### src/rtl/core/ggs_pkg.sv
package ggs_pkg;

	// cordic configuration
	localparam int CORDIC_STEPS = 16;
	localparam int COORD_WIDTH  = 16;

	// field widths
	localparam int POS_W  = 16;
	localparam int HEAD_W = 15;
	localparam int GAIN_W = 12;
	localparam int IDX_W  = 3;
	localparam int DATA_W = 16;

	// datapath widths
	localparam int DELTA_W = POS_W + 1;
	localparam int XY_W    = DELTA_W + COORD_WIDTH + 3;
	localparam int Z_W     = 34;
	localparam int BEAR_W  = 16;
	localparam int DIFF_W  = BEAR_W + 1;
	localparam int MAG_W   = 34;
	localparam int HALF_W  = MAG_W / 2;
	localparam int INV_W   = 30;
	localparam int PROD_W  = 64;
	localparam int DIST_W  = 18;
	localparam int RPROD_W = GAIN_W + 1 + DIFF_W;
	localparam int SPROD_W = GAIN_W + DIST_W;

	// magnitude renormalization to 16 fraction bits
	localparam int MAG_SHR = (COORD_WIDTH >= 16) ? COORD_WIDTH - 16 : 0;
	localparam int MAG_SHL = (COORD_WIDTH >= 16) ? 0 : 16 - COORD_WIDTH;

	localparam logic [INV_W-1:0]      INV_GAIN = 30'h26DD3B6A;
	localparam logic signed [Z_W-1:0] HALF_PI  = 34'sh06487ED51;

	// queue
	localparam int QUEUE_DEPTH = 2;
	localparam int QPTR_W      = $clog2(QUEUE_DEPTH);
	localparam int QCNT_W      = $clog2(QUEUE_DEPTH + 1);

	typedef enum logic [IDX_W-1:0] {
		REG_GOAL_X     = 3'd0,
		REG_GOAL_Y     = 3'd1,
		REG_TURN_GAIN  = 3'd2,
		REG_SPEED_GAIN = 3'd3,
		REG_ARRIVE     = 3'd4
	} reg_idx_t;

	typedef struct packed {
		logic signed [POS_W-1:0] goal_x;
		logic signed [POS_W-1:0] goal_y;
		logic [GAIN_W-1:0]       turn_gain;
		logic [GAIN_W-1:0]       speed_gain;
		logic [DATA_W-1:0]       arrive_distance;
	} cfg_t;

	// classified word handed from front to back
	typedef struct packed {
		logic signed [XY_W-1:0]   x;
		logic signed [XY_W-1:0]   y;
		logic signed [Z_W-1:0]    z;
		logic                     zero;
		logic signed [HEAD_W-1:0] heading;
	} vec_t;

	// truncated atan(2^-i) in Q4.30
	function automatic logic signed [Z_W-1:0] atan_q30(input int i);
		logic signed [Z_W-1:0] r;
		case (i)
			0:  r = 34'sh03243F6A8;
			1:  r = 34'sh01DAC6705;
			2:  r = 34'sh00FADBAFC;
			3:  r = 34'sh007F56EA6;
			4:  r = 34'sh003FEAB76;
			5:  r = 34'sh001FFD55B;
			6:  r = 34'sh000FFFAAA;
			7:  r = 34'sh0007FFF55;
			8:  r = 34'sh0003FFFEA;
			9:  r = 34'sh0001FFFFD;
			10: r = 34'sh0000FFFFF;
			11: r = 34'sh00007FFFF;
			12: r = 34'sh00003FFFF;
			13: r = 34'sh00001FFFF;
			14: r = 34'sh00000FFFF;
			15: r = 34'sh000007FFF;
			16: r = 34'sh000003FFF;
			17: r = 34'sh000001FFF;
			18: r = 34'sh000000FFF;
			19: r = 34'sh0000007FF;
			20: r = 34'sh0000003FF;
			21: r = 34'sh0000001FF;
			22: r = 34'sh0000000FF;
			23: r = 34'sh00000007F;
			default: r = '0;
		endcase
		return r;
	endfunction

endpackage

### src/rtl/core/ggs_queue.sv
module ggs_queue (
	input  logic          clk,
	input  logic          arst_n,
	input  logic          push,
	input  ggs_pkg::vec_t push_word,
	output logic          full,
	input  logic          pop,
	output logic          nonempty,
	output ggs_pkg::vec_t head
);
	ggs_pkg::vec_t mem_q [ggs_pkg::QUEUE_DEPTH];
	logic [ggs_pkg::QPTR_W-1:0] wptr_q;
	logic [ggs_pkg::QPTR_W-1:0] rptr_q;
	logic [ggs_pkg::QCNT_W-1:0] count_q;

	assign full = (count_q == ggs_pkg::QCNT_W'(ggs_pkg::QUEUE_DEPTH));
	assign nonempty = (count_q != '0);
	assign head = mem_q[rptr_q];

	// storage
	always_ff @(posedge clk) begin
		if (push) begin
			mem_q[wptr_q] <= push_word;
		end
	end

	// pointers and fill count
	always_ff @(posedge clk or negedge arst_n) begin
		if (!arst_n) begin
			wptr_q <= '0;
			rptr_q <= '0;
			count_q <= '0;
		end else begin
			if (push) begin
				wptr_q <= (wptr_q == ggs_pkg::QPTR_W'(ggs_pkg::QUEUE_DEPTH - 1)) ? '0
					: wptr_q + 1'b1;
			end
			if (pop) begin
				rptr_q <= (rptr_q == ggs_pkg::QPTR_W'(ggs_pkg::QUEUE_DEPTH - 1)) ? '0
					: rptr_q + 1'b1;
			end
			case ({push, pop})
				2'b10: count_q <= count_q + 1'b1;
				2'b01: count_q <= count_q - 1'b1;
				default: count_q <= count_q;
			endcase
		end
	end
endmodule

### config.mk
export PLATFORM = sky130hd
export DESIGN_NAME = ggs_queue
export DESIGN_NICKNAME = d
export VERILOG_FILES = /design/src/rtl/core/ggs_pkg.sv /design/src/rtl/core/ggs_queue.sv
export SDC_FILE = /design/constraint.sdc
export NUM_CORES = 1
export LEC_CHECK = 0
export ABC_AREA = 1
export BUFFER_PORTS_ARGS = -buffer_cell sky130_fd_sc_hd__buf_2
export CORE_MARGIN = 2
export CORE_UTILIZATION = 25
export CTS_BUF_LIST = sky130_fd_sc_hd__clkbuf_16
export CTS_CLUSTER_SIZE = 28
export DETAILED_ROUTE_END_ITERATION = 10
export HOLD_SLACK_MARGIN = 0.05
export PLACE_DENSITY = 0.45
export SYNTH_ARGS = -nofsm -noshare
export SYNTH_HDL_FRONTEND = slang
export SYNTH_SLANG_ARGS = --single-unit
### constraint.sdc
create_clock -name clk -period 10.4 [get_ports clk]
set_clock_uncertainty 0.1 [all_clocks]
set_input_delay 1.56 -clock clk [delete_from_list [all_inputs] [get_ports clk]]
set_output_delay 1.56 -clock clk [all_outputs]
set_load 0.05 [all_outputs]
# == Word level (Yosys, flattened, before mapping) ==
# Memories as Yosys holds them, arrays and structs flattened.
# Index checks and enable logic that the tools add are counted.
# op_classes
eq_ne,3
muxes,5
addsub,4
reduce_logical,2
# ops
cell,count
"2-bit == test, second input constant",2
1-bit two-way mux,4
2-bit case mux with 2 select lines,1
2-bit nonzero test,2
"1-bit adder, second input constant",2
"2-bit by 1-bit adder with 2-bit output, second input constant",1
"2-bit by 1-bit == test with 1-bit output, second input constant",1
"2-bit by 1-bit subtractor with 2-bit output, second input constant",1
# totals
wordCells,18
mem_bits_rw,244
n_memories,1
reg_bits,4
# memory_table
name,words,word_bits,read_ports,rd_ports_with_merged_regs,write_ports,line,text
mem_q,2,122,1,0,1,ggs_queue.sv:11,ggs_pkg::vec_t mem_q [ggs_pkg::QUEUE_DEPTH];

# == Longest topological paths before layout ==
# depth
word_depth,2
mapped_depth,7

# == Worst setup path after synthesis ==
# Ideal clock, no wire load.
# synth_timing
path_type,input port to flip-flop
start,in push
end,"mem mem_q[0][0] (netlist bit), enable pin"
setup_time_ps,608
path_buffers,0
required_ps,9692
stages,2
slack_ps,2964
arrival_time_ps,6728
path_cell_list,inv_1 -> nor2_1
# synth_between
elab_chain_cells,2
# synth_lines
item,line,text
from (decl),ggs_queue.sv:4,"input logic push,"
1-bit two-way mux,ggs_queue.sv:22,if (push) begin
1-bit two-way mux (implied by the code),ggs_queue.sv:23,mem_q[wptr_q] <= push_word;
to (decl),ggs_queue.sv:11,
# Every way passes these cells.

==> metrics.cfg <==
[logic_synthesis]
synth_most_common_cell=edfxtp_1
synthTopCellsByArea=edfxtp_1 79%, o21ai_0 5.9%, inv_1 5.2%
synthTopCellsByCount=244 x edfxtp_1, 128 x inv_1, 128 x nand2_1
dominantRegCellSynth=edfxtp_1
synth_seq_cells=248
synthArstFlopShare_pct=1.61
seq_area_frac_synth_pct=80.6
ys_types=16
synth_top_cell_area_share_pct=79.5
synthCells=661
syn_nets=788
synth_edf_count=244
syn_area_mm2=0.00922
yosysWarnings=0
syn_area_per_cell_um2=13.9
yosys.area.top_type=edfxtp_1

[pwr]
p_per_area_mw_per_mm2=332
ir_drop_uv=183
leakage_uw=0.00496

[drt]
num_vias=5465
drc_errors=0
avgViaCountPerCell=3.88
drtIter0Drc=256
ant_nets=0
drt-pass1-iter-count=4
wl_um=19800
wl_per_cell_um=14.1

[setup_path]
cp_cell_sequence=buf_4 > o21ai_0 > buf_2
worstPathMaxFanout=96
cpPeakStageDelay_ns=0.72
slowest_stage=buf_4
crit_family=buffers and inverters
worst-path-buf-inv=2
end_kind=output pin
path_class=reg -> out
cp-start-kind=flop
critical_path_arrival_ns=2.71
crit_required_ns=8.74

[timing]
relSlewSlack_pct=37.9
worstMarginPinSlew_ns=0.932
min_period_over_period_pct=42.0
rsz0062_at_grt=false
fmax_mhz=229
finalSetupViolCount=0
fin_setup_tns_ns=0
hold_violations=0
layout_min_cycle_time_ns=4.37
drv_slew=0

[clock_network]
cts_made_buffers=29
post_cts_buffers=0
cts.reportedPaths.clkPinSlew_ns=0.06
cts_resized=0
clk_path_buf_depth=3
cts_num_sinks=248
cts_tree=yes
worstSkewPairLatency_ns=0.54
root_buffer=clkbuf_16
cts_hold_buf=0
h-tree-depth=1

[grt]
grt_pass1_vias=5353
grt_max_degree=107
grt_use_total_pct=10.1
grt-ovfl-total=0
antenna_found_initial=3
grt_pass1_wl_um=29800

[floorplan]
rows=70
initial_utilization_pct=25.3
die_x_um=196
die_area_mm2=0.0384
io_pins=250
die_y_um=196
coreArea_mm2=0.0364

[place]
port_buffers=249
place_hpwl_um=12700
place_congestion=0.692
placed_cells=1357

[layout]
drive_above_1_share_pct=31.4
area_growth_pct=28.0
final_cells=1408
final_nets=1047

[run]
drv_cap=0

[status]
status=completed

[worst_hold_path]
hold_path.class=reg -> reg

-- kinds of logic (layout without fill, tap and decap cells) --
logic type / after synthesis / after routing / share of synthesized area, %
AO/OA/AOI/OAI: 122 / 122 / 6.62
XOR/XNOR: 3 / 3 / 0.285
adder cells (fa/ha/maj): 1 / 1 / 0.136
buffers and inverters: 155 / 431 / 6.98
flip-flops: 248 / 248 / 80.6
other: 0 / 3 / 0
AND/OR/NAND/NOR: 132 / 132 / 5.42
-- placed cells by master, fill, tap and decap left out, drive strengths merged --
master  synthesis  routed
buf            17     255
edfxtp        244     244
inv           128     134
nand2         128     128
o21ai         122     122
clkbuf         10      29
clkinv          0      12
dfrtp           4       4
diode           0       3
xor2            2       2
nor2            2       2
xnor2           1       1
nand3           1       1
nand4           1       1
ha              1       1
bufinv          0       1
-- area by class of cell --
type | instances | area (µm²)
diodes | 3 | 7.51
clock buffers | 29 | 726
clock inverters | 19 | 115
fillers | 3673 | 24600
inverters | 128 | 485
multi-input cells | 258 | 1160
flip-flops and latches | 248 | 7430
well taps | 468 | 586
repair buffers | 255 | 1290
-- state kept, by name (all words and copies together), names as in the netlist --
name,count
count_q,2
mem_q,244
rptr_q,1
wptr_q,1
-- path summary, 6_finish.rpt --
path	start	end	slack, ns	depth (start not counted)
max in group asynchronous	arst_n	rptr_q$_DFFE_PN0P_	9.32	1
worst min register to register	count_q[1]$_DFFE_PN0P_	count_q[1]$_DFFE_PN0P_	0.38	2
worst min-delay path	count_q[1]$_DFFE_PN0P_	count_q[1]$_DFFE_PN0P_	0.38	2
worst max register to register	wptr_q$_DFFE_PN0P_	mem_q[1][48]$_DFFE_PP_	8.06	3
min in group asynchronous	arst_n	count_q[1]$_DFFE_PN0P_	0.72	1
worst max-delay path	rptr_q$_DFFE_PN0P_	head[106]	6.03	3
-- where the power goes --
| group | switching, µW | total (µW) | internal, µW |
|---|---|---|---|
| logic | 1330 | 1620 | 288 |
| registers | 64.8 | 1390 | 1330 |
| clock network | 373 | 897 | 524 |
-- layer usage --
metal	vias up	wire [µm]	part of all wire, %	global-route usage [%]
met1	2521	8130	41	12.1
met2	148	9640	49	17.1
met5	-	13	0.066	0
li1	2756	-	-	-
met4	2	599	3.0	3.56
met3	38	1400	7.1	3.46
-- tightest hold or removal path, cell delays in order (launching register included) --
cell and delay (ns):
dfrtp_1 0.34, nand2_1 0.05, nand2_1 0.06
-- stage by stage --
| step | setup WS [ns] | total power, µW | hold slack [ns] | cell area, µm² | util (%) |
|---|---|---|---|---|---|
| after floorplan | 2.96 | 2700 | 0.342 | 9220 | - |
| after global placement | 6.50 | 3070 | 0.359 | 10900 | 30.1 |
| after detailed placement | 6.46 | 3080 | 0.361 | 10900 | 30.1 |
| after CTS | 5.87 | 3990 | 0.374 | 11800 | 32.4 |
| after global routing | 5.70 | 4120 | 0.423 | 11800 | 32.4 |
| final | 6.03 | 3910 | 0.381 | 11800 | 32.4 |
(Power assumes the default switching activity.)
