File: src/rtl/core/ggs_pkg.sv
package ggs_pkg;

	// cordic configuration
	localparam int CORDIC_STEPS = 16;
	localparam int COORD_WIDTH  = 16;

	// field widths
	localparam int POS_W  = 16;
	localparam int HEAD_W = 15;
	localparam int GAIN_W = 12;
	localparam int IDX_W  = 3;
	localparam int DATA_W = 16;

	// datapath widths
	localparam int DELTA_W = POS_W + 1;
	localparam int XY_W    = DELTA_W + COORD_WIDTH + 3;
	localparam int Z_W     = 34;
	localparam int BEAR_W  = 16;
	localparam int DIFF_W  = BEAR_W + 1;
	localparam int MAG_W   = 34;
	localparam int HALF_W  = MAG_W / 2;
	localparam int INV_W   = 30;
	localparam int PROD_W  = 64;
	localparam int DIST_W  = 18;
	localparam int RPROD_W = GAIN_W + 1 + DIFF_W;
	localparam int SPROD_W = GAIN_W + DIST_W;

	// magnitude renormalization to 16 fraction bits
	localparam int MAG_SHR = (COORD_WIDTH >= 16) ? COORD_WIDTH - 16 : 0;
	localparam int MAG_SHL = (COORD_WIDTH >= 16) ? 0 : 16 - COORD_WIDTH;

	localparam logic [INV_W-1:0]      INV_GAIN = 30'h26DD3B6A;
	localparam logic signed [Z_W-1:0] HALF_PI  = 34'sh06487ED51;

	// queue
	localparam int QUEUE_DEPTH = 2;
	localparam int QPTR_W      = $clog2(QUEUE_DEPTH);
	localparam int QCNT_W      = $clog2(QUEUE_DEPTH + 1);

	typedef enum logic [IDX_W-1:0] {
		REG_GOAL_X     = 3'd0,
		REG_GOAL_Y     = 3'd1,
		REG_TURN_GAIN  = 3'd2,
		REG_SPEED_GAIN = 3'd3,
		REG_ARRIVE     = 3'd4
	} reg_idx_t;

	typedef struct packed {
		logic signed [POS_W-1:0] goal_x;
		logic signed [POS_W-1:0] goal_y;
		logic [GAIN_W-1:0]       turn_gain;
		logic [GAIN_W-1:0]       speed_gain;
		logic [DATA_W-1:0]       arrive_distance;
	} cfg_t;

	// classified word handed from front to back
	typedef struct packed {
		logic signed [XY_W-1:0]   x;
		logic signed [XY_W-1:0]   y;
		logic signed [Z_W-1:0]    z;
		logic                     zero;
		logic signed [HEAD_W-1:0] heading;
	} vec_t;

	// truncated atan(2^-i) in Q4.30
	function automatic logic signed [Z_W-1:0] atan_q30(input int i);
		logic signed [Z_W-1:0] r;
		case (i)
			0:  r = 34'sh03243F6A8;
			1:  r = 34'sh01DAC6705;
			2:  r = 34'sh00FADBAFC;
			3:  r = 34'sh007F56EA6;
			4:  r = 34'sh003FEAB76;
			5:  r = 34'sh001FFD55B;
			6:  r = 34'sh000FFFAAA;
			7:  r = 34'sh0007FFF55;
			8:  r = 34'sh0003FFFEA;
			9:  r = 34'sh0001FFFFD;
			10: r = 34'sh0000FFFFF;
			11: r = 34'sh00007FFFF;
			12: r = 34'sh00003FFFF;
			13: r = 34'sh00001FFFF;
			14: r = 34'sh00000FFFF;
			15: r = 34'sh000007FFF;
			16: r = 34'sh000003FFF;
			17: r = 34'sh000001FFF;
			18: r = 34'sh000000FFF;
			19: r = 34'sh0000007FF;
			20: r = 34'sh0000003FF;
			21: r = 34'sh0000001FF;
			22: r = 34'sh0000000FF;
			23: r = 34'sh00000007F;
			default: r = '0;
		endcase
		return r;
	endfunction

endpackage

File: src/rtl/core/ggs_front.sv
module ggs_front (
	input  ggs_pkg::cfg_t cfg,
	input  logic [ggs_pkg::POS_W-1:0] pose_x,
	input  logic [ggs_pkg::POS_W-1:0] pose_y,
	input  logic [ggs_pkg::HEAD_W-1:0] heading,
	output ggs_pkg::vec_t vec
);
	logic signed [ggs_pkg::DELTA_W-1:0] dx;
	logic signed [ggs_pkg::DELTA_W-1:0] dy;
	logic signed [ggs_pkg::DELTA_W-1:0] rx;
	logic signed [ggs_pkg::DELTA_W-1:0] ry;

	// goal minus pose, then pre-rotate the left half plane by +-pi/2
	always_comb begin
		dx = {cfg.goal_x[ggs_pkg::POS_W-1], cfg.goal_x} - {pose_x[ggs_pkg::POS_W-1], pose_x};
		dy = {cfg.goal_y[ggs_pkg::POS_W-1], cfg.goal_y} - {pose_y[ggs_pkg::POS_W-1], pose_y};
		rx = dx;
		ry = dy;
		vec.z = '0;
		if (dx < 0) begin
			if (dy >= 0) begin
				rx = dy;
				ry = -dx;
				vec.z = ggs_pkg::HALF_PI;
			end else begin
				rx = -dy;
				ry = dx;
				vec.z = -ggs_pkg::HALF_PI;
			end
		end
		vec.x = ggs_pkg::XY_W'(rx) <<< ggs_pkg::COORD_WIDTH;
		vec.y = ggs_pkg::XY_W'(ry) <<< ggs_pkg::COORD_WIDTH;
		vec.zero = (dx == '0) && (dy == '0);
		vec.heading = heading;
	end
endmodule

File: config.mk
export PLATFORM = sky130hd
export DESIGN_NAME = ggs_front
export DESIGN_NICKNAME = d
export VERILOG_FILES = /design/src/rtl/core/ggs_pkg.sv /design/src/rtl/core/ggs_front.sv
export SDC_FILE = /design/constraint.sdc
export NUM_CORES = 1
export LEC_CHECK = 0
export BUFFER_PORTS_ARGS = -buffer_cell sky130_fd_sc_hd__buf_2
export CORE_MARGIN = 2
export CORE_UTILIZATION = 45
export DETAILED_ROUTE_END_ITERATION = 8
export PLACE_DENSITY = 0.82
export SLEW_MARGIN = 20
export SYNTH_ARGS = -nofsm -noshare
export SYNTH_HDL_FRONTEND = slang
export SYNTH_SLANG_ARGS = --single-unit
File: constraint.sdc
create_clock -name vclk -period 4.39
set_input_delay 0.6585 -clock vclk [all_inputs]
set_output_delay 0.6585 -clock vclk [all_outputs]
set_load 0.05 [all_outputs]
# Word-level counts from Yosys, hierarchy flattened

Cells that the tools add are included.

Register bits: 0
Input port bits: 119
Output and inout port bits: 122

$add $sub $neg: 4
Order comparisons: 2
Mux-type cells: 6
Reduce and logical (&&, ||, !) cells: 3

Operator list:

| cell                | count |
|---|---|
| $mux 17             | 4 |
| $mux 34             | 2 |
| $logic_not 17->1    | 2 |
| $neg 17->17         | 2 |
| $sub 16x16->17      | 2 |
| $ge 17x1->1 const B | 1 |
| $lt 17x1->1 const B | 1 |
| $logic_and 1x1->1   | 1 |

# Logic depth before layout (Yosys ltp)

Gate-level depths: netlist (run 1).

Depth after elaboration: 4
Gate-level depth with buffers: 14
Gate-level depth less buffers: 13

# Worst setup path after synthesis (run 1)

OpenSTA, ideal clock, no wires.

Path kind: input to output
Start point: input port pose_y[6] (netlist name)
End point: output port vec[119] (netlist name)
Arrival: 5.030 ns
Required time: 3.732 ns
Path slack: -1.299 ns
Cell stages on the path: 11
Buffers on the path: 2
Cells stage by stage: inv_1 ha_1 a21o_1 or3_1 o2111a_1 o41a_1 and4_4 or3_1 buf_2 nor4_1 buf_4

RTL lines:

| item            | line           | text |
|---|---|---|
| start, declared | ggs_front.sv:4 | `input logic [ggs_pkg::POS_W-1:0] pose_y,` |
| end, declared   | ggs_front.sv:6 | `output ggs_pkg::vec_t vec` |

==> flow_metrics.tcl, run 1 <==
set metrics [dict create \
    status "completed" \
    worstMarginPinSlew_ns 0.614 \
    syn_area_mm2 0.00368 \
    regArea_um2 0 \
    synth_cells 545 \
    final_common_cell "buf_2" \
    antennaDiodeCount 0 \
    ys_types 68 \
    required_ns 3.73 \
    fp.coreArea_mm2 0.00785 \
    internal_power_uw 495 \
    clkbuf_count 0 \
    p_leak_nw 2.39 \
    worstSetupPathType "in -> out" \
    critPathCaptureType "output pin" \
    dp_hpwl_um 8140 \
    drt_iter0_drc 194 \
    post-route-period-util_pct 99.9 \
    start_util_pct 46.9 \
    grt_pass1_wl_um 15100 \
    switching_share_pct 68.2 \
    ant_nets 0 \
    dieArea_mm2 0.00893 \
    hold_depth 0 \
    grt_pass1_vias 3615 \
    wl_per_cell_um 13.2 \
    cp.arrival_ns 3.73 \
    area_growth_pct 27.3 \
    power.density_mw_per_mm2 332 \
    fin_nets 821 \
    grt_start_max_net_pins 39 \
    hp-class "in -> out" \
    p_comb_share_pct 100.0 \
    grt_setup_unrepaired "true" \
    max_freq_ghz 0.228 \
    seq_cell_count 0 \
    gp_congestion 0.863 \
    hold_slack_ns 1.32 \
    yosysWarnings 0 \
    antenna_found_initial 0 \
    worstPathMaxFanout 4 \
    ys_seq_area_share_pct 0 \
    fin_cells 764 \
    hold_violations 0 \
    overflow 0 \
    via_per_inst 5.24 \
    drc 0 \
    p_clk_share_pct 0 \
    dp.cells 755 \
    max_slew_margin_pct 58.5 \
    p_seq_share_pct 0 \
    setup_viol 0 \
    vias 4006 \
    fill_cells 726 \
    irDropWorstVdd_uv 188 \
    io_buffers 139 \
    start_kind "primary input" \
    rows 32 \
    die_h_um 94.5 \
    die_x_um 94.5 \
    totalWireLength_um 10100 \
    avgSynthCellArea_um2 6.76 \
    mostFrequentLayoutCells "116 x buf_2, 50 x buf_4, 46 x inv_1" \
    holdBufCountCts 0 \
    first_pass_iters 5 \
    p_switching_mw 1.06 \
    slew_violations 0 \
    io_pins 241 \
    drive_gt1_share_pct 36.0 \
    grt.total_usage_pct 19.6 \
    fin_crit_ns 4.38 \
    drv_cap 0 \
]
worst paths after layout:
path / from / to
worst max-delay path: cfg[40] / vec[119]
worst min-delay path: heading[2] / vec[2]
repair_timing:
item,4_1_cts,5_1_grt
pin swaps,6,17
resized for setup,20,56
setup buffers,4,5
setup endpoints to repair,24,64
power groups by stage:
stage / Clock (mW) / Sequential, mW / Combinational [mW]
after floorplan: 0 / 0 / 1.23
after global placement: 0 / 0 / 1.44
after detailed placement: 0 / 0 / 1.46
after CTS: 0 / 0 / 1.49
after global routing: 0 / 0 / 1.65
final: 0 / 0 / 1.56
metal layers:
layer  wire (um)  track usage (%)
met5           0                0
met4         153             3.74
met3         433            0.399
met1        4210             23.7
met2        5250             38.5
cells by family after synthesis:
group                      after synthesis  share of synthesized area (%)
AOI/OAI and AO/OA                      151                           27.9
xor gates and xnor gates                42                           10.2
adders and majority gates               38                           13.3
buffers and inverters                  150                           24.3
muxes                                   13                           3.53
other                                    1                          0.102
and+or+nand+nor                        150                           20.7
critical path, stage by stage:
cell and delay [ns]:
buf_8 0.08, inv_8 0.03, ha_4 0.15, fa_2 0.34
nand2b_4 0.15, a2111o_1 0.47, a21o_1 0.22, a311oi_2 0.29
buf_4 0.18, nand4_1 0.17, nor4_2 0.19, nand2_1 0.15
nor4_4 0.32, buf_4 0.19, buf_8 0.14
stage by stage:
stage	area (um2)	setup TNS (ns)	total power [mW]	utilization [%]	setup slack, ns
final	4690	0	1.56	59.7	0.00586
after global routing	4690	-1.08	1.65	59.7	-0.165
after CTS	4460	0	1.49	56.8	0.00689
after detailed placement	4350	-1.07	1.46	55.4	-0.107
after global placement	4350	-0.138	1.44	55.4	-0.0564
after floorplan	3910	-1.59	1.23	-	-0.211
synth_stat cells, types with 7 or more instances:
cell type | instances | area (um2)
xor2_1 | 19 | 166
nor3_1 | 10 | 50.1
a21oi_1 | 38 | 190
buf_2 | 10 | 50.1
o21ai_0 | 30 | 150
a21o_1 | 12 | 90.1
o211ai_1 | 9 | 67.6
a211oi_1 | 11 | 82.6
clkbuf_1 | 7 | 26.3
nand2_1 | 37 | 139
nand2b_1 | 11 | 68.8
ha_1 | 36 | 450
nor2_1 | 42 | 158
inv_1 | 48 | 180
xnor2_1 | 22 | 193
buf_4 | 85 | 638
mux2i_1 | 13 | 130
area by class of cell:
cell class         count  area (um2)  area share [%]
repair buffers       188        1220            26.1
well taps            102         128            2.72
inverters             48         190            4.06
multi-input cells    426        3150            67.1
No activity file was read; power rests on OpenSTA's default activity.
==> inputs of run 2 (changes only) <==
--- a/config.mk
+++ b/config.mk
@@ -5,11 +5,13 @@
 export SDC_FILE = /design/constraint.sdc
 export NUM_CORES = 1
 export LEC_CHECK = 0
+export ABC_AREA = 1
 export BUFFER_PORTS_ARGS = -buffer_cell sky130_fd_sc_hd__buf_2
 export CORE_MARGIN = 2
 export CORE_UTILIZATION = 45
 export DETAILED_ROUTE_END_ITERATION = 8
-export PLACE_DENSITY = 0.82
+export PLACE_DENSITY = 0.79
+export REMOVE_ABC_BUFFERS = 1
 export SLEW_MARGIN = 20
 export SYNTH_ARGS = -nofsm -noshare
 export SYNTH_HDL_FRONTEND = slang
==> run 2 against run 1 <==
Combinational power fell by 20%. Critical endpoint is now vec[85]. Worst hold slack about the same. Sequential cell count unchanged. Setup slack improved by 0.39 ns.
==> flow_metrics.tcl, run 2 <==
set metrics [dict create \
    status "completed" \
    max_stage_delay_ns 0.57 \
    setup_ws_ns 0.395 \
    antenna_found_initial 0 \
    worstMarginPinSlew_ns 0.568 \
    power_mw 1.25 \
    drive_gt1_share_pct 20.2 \
    die_x_um 101 \
    clkbuf_count 0 \
    grt_setup_unrepaired "false" \
    fp.coreArea_mm2 0.00915 \
    slew_violations 0 \
    setup_viol 0 \
    rows 35 \
    post-route-period-util_pct 91.0 \
    vias 4695 \
    hold_violations 0 \
    synthDominantCellAreaShare_pct 26.5 \
    synth.most_common_cell "nand2_1" \
    switching_share_pct 75.6 \
    max_freq_ghz 0.250 \
    totalWireLength_um 10400 \
    syn_area_mm2 0.00422 \
    start_util_pct 46.1 \
    worstPathMaxFanout 4 \
    yosysWarnings 0 \
    start_kind "primary input" \
    drc 0 \
    worstSetupPathType "in -> out" \
    max_slew_margin_pct 62.0 \
    drt_iter0_drc 236 \
    fin_cells 1001 \
    ant_nets 0 \
    synthSimpleGateAreaFrac_pct 47.3 \
    wl_per_cell_um 10.4 \
    regArea_um2 0 \
    area_growth_pct 5.73 \
    gp_congestion 0.883 \
    drv_cap 0 \
    path_cells "buf_2 -> inv_1 -> ha_1 -> fa_1 -> ha_1 -> inv_1 -> nor2_1 -> nand3_1 -> nor2_2 -> nand2_1 -> nor2_4 -> nand3_2 -> nor3_1 -> ha_1 -> nand2_1 -> nand2_1 -> buf_2" \
    antennaDiodeCount 0 \
    io_buffers 139 \
    synthMuxAreaShare_pct 0 \
    yosysTopAreaCell "nand2_1" \
    ys_seq_area_share_pct 0 \
    grt_start_max_net_pins 46 \
    dp_hpwl_um 9120 \
    grt_pass1_vias 4028 \
    die_h_um 101 \
    synth_top_family_by_area "simple AND/OR/NAND/NOR gates" \
    grt.total_usage_pct 19.8 \
    mostFrequentLayoutCells "298 x nand2_1, 139 x buf_2, 136 x inv_1" \
    cts_resized 0 \
    via_per_inst 4.69 \
    cp.arrival_ns 3.34 \
    synth_adder_area_share_pct 11.6 \
    power.density_mw_per_mm2 281 \
    grt_pass1_wl_um 17000 \
    p_seq_share_pct 0 \
    cpMaxStageDelayCell "fa_1" \
    fin_area_mm2 0.00446 \
    overflow 0 \
    required_ns 3.73 \
    p_switching_uw 945 \
    irDropWorstVdd_uv 178 \
    dpl_cell_area_mm2 0.00446 \
    internal_power_uw 305 \
    synth-xor-area-share_pct 2.91 \
    fin_crit_ns 4.00 \
    ys_types 33 \
    preCtsSetupSlack_ns 0.400 \
    final_common_cell "nand2_1" \
    critPathCaptureType "output pin" \
    seq_cell_count 0 \
    p_leak_nw 2.98 \
    first_pass_iters 4 \
    synth_compound_gate_area_share_pct 8.49 \
    p_clk_share_pct 0 \
    ys_top_cells_by_count "298 x nand2_1, 136 x inv_1, 86 x buf_4, 83 x nand3_1, 50 x nor2_1" \
    synth_cells 813 \
    fin_nets 1049 \
    post_cts_buffers 0 \
    holdBufCountCts 0 \
    io_pins 241 \
    dieArea_mm2 0.0102 \
    hp-class "in -> out" \
    dp.cells 1001 \
    final_core_util_pct 48.7 \
    avgSynthCellArea_um2 5.19 \
    synth_area_leaders "nand2_1 27%, buf_4 15%, inv_1 12%, ha_1 11%, nand3_1 9.9%" \
    p_comb_share_pct 100.0 \
]
[run 2: changes by cell type after synthesis, moves of 11 or more]
cell,previous run,this run
a211oi_1,11,0
a21oi_1,38,16
inv_1,48,136
mux2i_1,13,0
nand2_1,37,298
nand2b_1,11,0
nand3_1,6,83
o21ai_0,30,12
o21ai_2,0,13
xnor2_1,22,2
[run 2: cell type report]
type                            instances  area, um2
Multi-Input combinational cell        610       3090
Timing Repair Buffer                  140        703
Fill cell                            1025       4690
Inverter                              140        531
Tap cell                              111        139
[run 2: critical path, delay by kind of cell]
family / cells / cell delay (ns)
fa+ha+maj: 4 / 1.22
buf+inv: 4 / 0.38
simple gates: 9 / 1.05
[run 2: through the flow]
step | TNS (ns) | hold slack (ns)
floorplan | -183.46 | 1.32
global placement | 0 | 1.32
detailed placement | 0 | 1.32
CTS | 0 | 1.32
global route | 0 | 1.32
finish | 0 | 1.32
[run 2: cell families after synthesis]
group / after synthesis
compound gates: 55
xor+xnor: 14
fa+ha+maj: 38
simple gates: 471
other cells: 1
buf+inv: 234
[run 2: per-layer routing]
layer	vias up	routed length, um	global-route usage (%)	share of wire (%)
met4	2	269	4.85	2.6
met3	26	890	4.72	8.5
met1	1965	4590	24.6	44
li1	2548	-	-	-
met5	-	68	5.13	0.65
met2	154	4630	33.9	44
[run 2: path summary, 6_finish.rpt]
kind                  startpoint      end  slack (ns)  depth (start not counted)
worst max-delay path     cfg[56]  vec[85]        0.39                         17
worst min-delay path  heading[5]   vec[5]        1.32                          0
[run 2: power by group through the flow]
| stage | sequential (mW) | combinational, mW | clock (mW) |
|---|---|---|---|
| final | 0 | 1.25 | 0 |
| after global routing | 0 | 1.37 | 0 |
| after CTS | 0 | 1.25 | 0 |
| after detailed placement | 0 | 1.25 | 0 |
| after global placement | 0 | 1.24 | 0 |
| after floorplan | 0 | 0.994 | 0 |
